`src/design/mrcrd_pkg.sv`:
```
`timescale 1ns / 1ps

package mrcrd_pkg;

	// Field widths
	localparam int OP_W    = 2;
	localparam int RANGE_W = 11;
	localparam int INDEX_W = 10;
	localparam int WORD_W  = 64;
	localparam int STAT_W  = 2;

	// Largest matrix dimension; a range may not stop beyond it
	localparam int MAX_DIM = 1024;

	// Default depth of the range table
	localparam int MAX_RANGES_DEF = 16;

	// Operation codes
	localparam logic [OP_W-1:0] OP_CLEAR   = 2'd0;
	localparam logic [OP_W-1:0] OP_APPEND  = 2'd1;
	localparam logic [OP_W-1:0] OP_ELEMENT = 2'd2;

	// Status codes
	localparam logic [STAT_W-1:0] ST_DONE    = 2'd0;
	localparam logic [STAT_W-1:0] ST_KEPT    = 2'd1;
	localparam logic [STAT_W-1:0] ST_DROPPED = 2'd2;
	localparam logic [STAT_W-1:0] ST_REJECT  = 2'd3;

	typedef struct packed {
		logic [OP_W-1:0]    operation;
		logic [RANGE_W-1:0] range_first;
		logic [RANGE_W-1:0] range_stop;
		logic [INDEX_W-1:0] row_index;
		logic [INDEX_W-1:0] col_index;
		logic [WORD_W-1:0]  element_word;
	} item_t;

	typedef struct packed {
		logic [STAT_W-1:0]  status;
		logic [INDEX_W-1:0] new_row;
		logic [INDEX_W-1:0] new_col;
		logic [WORD_W-1:0]  out_word;
	} result_t;

endpackage

```
`src/design/matrix_row_col_range_deleter.sv`:
```
`timescale 1ns / 1ps

// Row/column range deleter for a square matrix streamed one element per request.
// Input channel (item_valid/item_ready/item): a request either clears the range
// table, appends one removal range [range_first, range_stop), or carries one
// matrix element. Ranges must be appended in ascending, non-overlapping order;
// a bad append or an append to a full table answers "rejected" and changes
// nothing. An element whose row or column lies in a stored range is dropped;
// otherwise it leaves with both indices compacted by the removed lengths below.
// Output channel (result_valid/result_ready/result): exactly one result per
// request, in request order.
// A request passes through the input register, then the result register, before
// result_valid rises. Throughput: one request per cycle while the receiver takes
// results; the table lookup is a parallel compare over all MAX_RANGES entries
// and a pick of the running total of removed lengths.
// A table update takes effect for the very next request.
// Reset empties the table and both pipeline stages. When the receiver stalls,
// the result register holds and the input register fills behind it; item_ready
// then drops until the result is taken.
module matrix_row_col_range_deleter #(
	parameter int MAX_RANGES = mrcrd_pkg::MAX_RANGES_DEF
) (
	input  logic               clk,
	input  logic               arst_n,
	input  logic               item_valid,
	output logic               item_ready,
	input  mrcrd_pkg::item_t   item,
	output logic               result_valid,
	input  logic               result_ready,
	output mrcrd_pkg::result_t result
);

	localparam int CNT_W = $clog2(MAX_RANGES + 1);

	// Pipeline registers
	logic               valid_s1;
	mrcrd_pkg::item_t   item_s1;
	logic               res_valid_q;
	mrcrd_pkg::result_t res_q;

	// Range table: each lane compared in parallel; no reset, read only below count
	logic [mrcrd_pkg::RANGE_W-1:0] start_q [MAX_RANGES];
	logic [mrcrd_pkg::RANGE_W-1:0] end_q   [MAX_RANGES];
	logic [mrcrd_pkg::INDEX_W-1:0] cum_q   [MAX_RANGES];
	logic [CNT_W-1:0]              count_q;
	logic [mrcrd_pkg::RANGE_W-1:0] last_end_q;
	logic [mrcrd_pkg::INDEX_W-1:0] total_q;

	logic               out_free;
	logic               adv_s1;
	logic               append_bad;
	logic               append_ok;
	logic               clear_now;
	logic               row_hit;
	logic               col_hit;
	logic [mrcrd_pkg::INDEX_W-1:0] row_removed;
	logic [mrcrd_pkg::INDEX_W-1:0] col_removed;
	logic [mrcrd_pkg::INDEX_W-1:0] new_total;
	mrcrd_pkg::result_t res_d;

	// Handshake
	assign out_free     = !res_valid_q || result_ready;
	assign adv_s1       = valid_s1 && out_free;
	assign item_ready   = !valid_s1 || out_free;
	assign result_valid = res_valid_q;
	assign result       = res_q;

	// Running total of removed lengths including the range being appended
	assign new_total = total_q
		+ mrcrd_pkg::INDEX_W'(item_s1.range_stop - item_s1.range_first);

	// Append check
	always_comb begin
		append_bad = (count_q >= CNT_W'(MAX_RANGES))
			|| (item_s1.range_first < last_end_q)
			|| (item_s1.range_first > item_s1.range_stop)
			|| (32'(item_s1.range_stop) > 32'(mrcrd_pkg::MAX_DIM));
		append_ok = adv_s1 && (item_s1.operation == mrcrd_pkg::OP_APPEND) && !append_bad;
		clear_now = adv_s1 && (item_s1.operation == mrcrd_pkg::OP_CLEAR);
	end

	// Parallel lookup of row and column against every valid lane; range ends
	// ascend, so the removed length is the running total of the last lane that
	// ends at or below the index
	always_comb begin
		logic [mrcrd_pkg::RANGE_W-1:0] row_x;
		logic [mrcrd_pkg::RANGE_W-1:0] col_x;
		logic                          lane_on;
		logic [MAX_RANGES-1:0]         row_le;
		logic [MAX_RANGES-1:0]         col_le;
		logic [MAX_RANGES-1:0]         row_last;
		logic [MAX_RANGES-1:0]         col_last;
		row_x       = {1'b0, item_s1.row_index};
		col_x       = {1'b0, item_s1.col_index};
		row_hit     = 1'b0;
		col_hit     = 1'b0;
		row_le      = '0;
		col_le      = '0;
		row_removed = '0;
		col_removed = '0;
		for (int k = 0; k < MAX_RANGES; k++) begin
			lane_on = (CNT_W'(k) < count_q);
			if (lane_on && row_x >= start_q[k] && row_x < end_q[k])
				row_hit = 1'b1;
			if (lane_on && col_x >= start_q[k] && col_x < end_q[k])
				col_hit = 1'b1;
			row_le[k] = lane_on && (end_q[k] <= row_x);
			col_le[k] = lane_on && (end_q[k] <= col_x);
		end
		// Lanes below the index form a prefix; keep only its top lane
		row_last = row_le & ~(row_le >> 1);
		col_last = col_le & ~(col_le >> 1);
		for (int k = 0; k < MAX_RANGES; k++) begin
			row_removed = row_removed | ({mrcrd_pkg::INDEX_W{row_last[k]}} & cum_q[k]);
			col_removed = col_removed | ({mrcrd_pkg::INDEX_W{col_last[k]}} & cum_q[k]);
		end
	end

	// Result
	always_comb begin
		res_d = '0;
		case (item_s1.operation)
			mrcrd_pkg::OP_APPEND: begin
				res_d.status = append_bad ? mrcrd_pkg::ST_REJECT : mrcrd_pkg::ST_DONE;
			end
			mrcrd_pkg::OP_ELEMENT: begin
				if (row_hit || col_hit) begin
					res_d.status = mrcrd_pkg::ST_DROPPED;
				end else begin
					res_d.status   = mrcrd_pkg::ST_KEPT;
					res_d.new_row  = item_s1.row_index - row_removed;
					res_d.new_col  = item_s1.col_index - col_removed;
					res_d.out_word = item_s1.element_word;
				end
			end
			default: begin
				res_d.status = mrcrd_pkg::ST_DONE;
			end
		endcase
	end

	// Control registers
	always_ff @(posedge clk or negedge arst_n) begin
		if (!arst_n) begin
			valid_s1    <= 1'b0;
			res_valid_q <= 1'b0;
			count_q     <= '0;
			last_end_q  <= '0;
			total_q     <= '0;
		end else begin
			if (item_ready)
				valid_s1 <= item_valid;
			if (out_free)
				res_valid_q <= valid_s1;
			if (clear_now) begin
				count_q    <= '0;
				last_end_q <= '0;
				total_q    <= '0;
			end else if (append_ok) begin
				count_q    <= count_q + CNT_W'(1);
				last_end_q <= item_s1.range_stop;
				total_q    <= new_total;
			end
		end
	end

	// Payload registers
	always_ff @(posedge clk) begin
		if (item_ready && item_valid)
			item_s1 <= item;
		if (adv_s1)
			res_q <= res_d;
	end

	// Table write at the lane selected by the fill count
	always_ff @(posedge clk) begin
		for (int k = 0; k < MAX_RANGES; k++) begin
			if (append_ok && count_q == CNT_W'(k)) begin
				start_q[k] <= item_s1.range_first;
				end_q[k]   <= item_s1.range_stop;
				cum_q[k]   <= new_total;
			end
		end
	end

endmodule
```
`config.mk`:
```
export PLATFORM = sky130hd
export DESIGN_NAME = matrix_row_col_range_deleter
export DESIGN_NICKNAME = d
export VERILOG_FILES = /design/src/design/mrcrd_pkg.sv /design/src/design/matrix_row_col_range_deleter.sv
export SDC_FILE = /design/constraint.sdc
export NUM_CORES = 1
export LEC_CHECK = 0
export BUFFER_PORTS_ARGS = -buffer_cell sky130_fd_sc_hd__buf_2
export CORE_ASPECT_RATIO = 0.5
export CORE_UTILIZATION = 25
export CTS_CLUSTER_DIAMETER = 100
export DETAILED_ROUTE_END_ITERATION = 12
export PLACE_DENSITY_LB_ADDON = 0.1
export SYNTH_ARGS = -nofsm -noshare
export SYNTH_HDL_FRONTEND = slang
export SYNTH_SLANG_ARGS = --single-unit
```
`constraint.sdc`:
```
create_clock -name clk -period 9.15 [get_ports clk]
set_clock_uncertainty 0.2 [all_clocks]
set_input_delay 0.915 -clock clk [delete_from_list [all_inputs] [get_ports clk]]
set_output_delay 0.915 -clock clk [all_outputs]
set_load 0.05 [all_outputs]
```
==> out/metrics.csv <==
metric,value,unit
gp_congestion,0.896,
worst_pin_slew,1340,ps
outcome,"finished, final reports clean",
grt_antenna_before_repair,12,
stdcell_count,5874,
cts_inserted_buffers,80,
synth_top_area_share,0.512,
drc,0,
nets,4433,
die_x,578,um
yosys.area.top_type,edfxtp_1,
fmax,0.141,GHz
drt_iter0_drc,2783,
r2r_cells,26,
wl_per_cell,27.4,um
hold_buffers,0,
critical_path_class,flip-flop to flip-flop,
syn_area,41400,sq um
floorplan.die_area,167000,sq um
synth_seq_area_share,0.529,
synthArstFlopShare,0.0381,
cts.path.max_buffers,3,
path_depth,26,
synth-main-ff-cell,edfxtp_1,
cp_data_required_time,9360,ps
finalCritPeriodShare,0.775,
synthTopCellsByArea,"edfxtp_1, ha_1, inv_1",
path_max_fanout,10,
ir_drop,0.131,mV
final_max_slew_viol_count,0,
critPathArrivalTime,7290,ps
grt.overflow.total,0,
synthTopCellsByCount,"edfxtp_1, ha_1, inv_1",
vias_per_cell,5.02,
cts_sinks,734,
cp_top_family,compound AO/OA/AOI/OAI gates,
syn_area_per_cell,12.8,sq um
cap_violations,0,
ys_types,81,
rows,105,
num_vias,29500,
cp_slowest_cell,inv_1,
drt-total-wl,161,mm
max_stage_delay,850,ps
port_buffers,199,
grt_max_degree,67,
cts_resized,0,
area_growth_syn_to_layout,17.5,%
start_util,0.252,
dieHeight,290,um
clk_pin_slew_worst_paths,60,ps
cts.root.buffer_cell,clkbuf_16,
placed_cell_area,46100,sq um
io_pins,200,
drt_pass1_iterations,7,
syn-num-nets,4061,
syn_inst,3243,
fin_area,48700,sq um
ant_nets,0,
ys_ff_latch,734,
leakagePower,19.6,nW
setup.worst_path.start,item_s1[66]$_DFFE_PP_,
hold_viol,0,
drive_gt1_frac,0.133,
hold_class,input pin to asynchronous set/reset pin,
worstSkewPairLatency,700,ps
cts_tree,built,
htree_levels,3,
p_per_area,181,nW/um^2
hpwl,113,mm
nFillCells,16700,
coreArea,164000,sq um
setup_viol,0,
layout_min_cycle_time,7090,ps
worst_setup_path_end_kind,flip-flop,
postCtsSetupBuffers,0,
crit_top_cell,a21oi_1,
grt_pass1_vias,29900,
grt_pass1_wl,226,mm
reg2reg_from,item_s1[66]$_DFFE_PP_,
relSlewSlack,0.102,
setup-tns-final,0,ps
critPathLaunchType,flip-flop,
yosys_warnings,0,
worstPathBufferInverterCount,5,
rsz0062_at_grt,false,
dp_cells,5726,
yosysMostFrequentCell,edfxtp_1,
synth-edff-count,706,
grt_usage,0.190,
[cells by family (layout without fill, tap and decap cells)]
group | after synthesis | count (layout) | share of synthesized area
AO/OA/AOI/OAI | 759 | 759 | 0.127
XOR/XNOR | 28 | 28 | 0.00625
adder cells (fa/ha/maj) | 706 | 706 | 0.215
AND/OR/NAND/NOR | 686 | 686 | 0.0889
multiplexers | 23 | 23 | 0.00559
flip-flops | 734 | 734 | 0.529
other | 0 | 2 | 0
buffers and inverters | 307 | 743 | 0.0288
[where the power goes]
part,internal [W],leakage (nW),switching [W]
combinational,0.000408,11.5,0.00103
clock,0.00176,1.23,0.00152
sequential,0.00402,6.87,0.0000496
[area by class of cell]
cell class | count | area, sq um | share of cell area
Antenna cell | 2 | 5.00 | 0.000103
Clock buffer | 95 | 2080 | 0.0427
Clock inverter | 51 | 470 | 0.00966
Inverter | 271 | 1020 | 0.0209
Multi-Input combinational cell | 2202 | 18500 | 0.380
Sequential cell | 734 | 21900 | 0.450
Tap cell | 2193 | 2740 | 0.0564
Timing Repair Buffer | 326 | 1950 | 0.0400
[stage by stage]
step           worst slack (ps)   util  power (W)  hold slack [ps]
6_report                   2060  0.296    0.00880              159
5_1_grt                    1810  0.296    0.00917              136
3_3_place_gp               2210  0.281    0.00557              294
3_5_place_dp               2260  0.281    0.00558              302
4_1_cts                    2240  0.296    0.00891              119
2_1_floorplan              1860      -    0.00494              263
[path summary, 6_finish.rpt]
path | endpoint | slack (ps)
setup / recovery | result[72]$_SDFFCE_PN0P_ | 2060
hold / removal | result_valid$_DFFE_PN0P_ | 160
setup reg to reg | result[72]$_SDFFCE_PN0P_ | 2060
hold reg to reg | result[25]$_SDFFCE_PN0P_ | 300
max in group asynchronous | last_end_q[2]$_DFFE_PN0P_ | 7970
min in group clk | item_s1[33]$_DFFE_PP_ | 190
[layout by cell type, fill, tap and decap left out, drive strengths merged, types with 47 or more instances in the layout]
| master | count |
|---|---|
| edfxtp | 706 |
| ha | 695 |
| buf | 326 |
| inv | 276 |
| a21oi | 193 |
| nor2 | 124 |
| o21ai | 106 |
| nand2 | 98 |
| clkbuf | 95 |
| a21o | 78 |
| nand3 | 78 |
| and2 | 73 |
| nand4 | 64 |
| a211oi | 62 |
| nand2b | 53 |
| nor3 | 52 |
| a22oi | 49 |
| a222oi | 47 |
[registers in the layout, indices dropped and copies added (netlist names), 5 cells and up]
signal / flops
end_q: 176
count_q: 5
cum_q: 160
item_s1: 108
result: 86
start_q: 176
total_q: 10
last_end_q: 11
[worst register-to-register path, stage by stage, from the launching register on]
cell	delay, ps
edfxtp_1	350
buf_4	190
inv_1	850
buf_4	390
ha_1	290
a21oi_1	130
a21oi_1	80
a2111oi_0	670
a21oi_1	540
nor3_1	330
buf_4	290
a222oi_1	200
nand4_1	150
a211oi_1	50
nand2_1	210
ha_1	190
inv_1	70
fa_1	400
a21o_1	180
a21o_1	180
nand2_1	80
nand2b_1	50
a21oi_1	220
o21bai_1	100
a21oi_1	180
xor2_1	170
nor3_1	60
[layer usage]
layer,global-route usage,wire length [um],vias to the layer above
met2,0.285,68100,906
met3,0.0425,10800,199
li1,-,-,13500
met4,0.0433,3380,6
met5,0,41,-
met1,0.277,78800,14900
(Power assumes the default switching activity.)
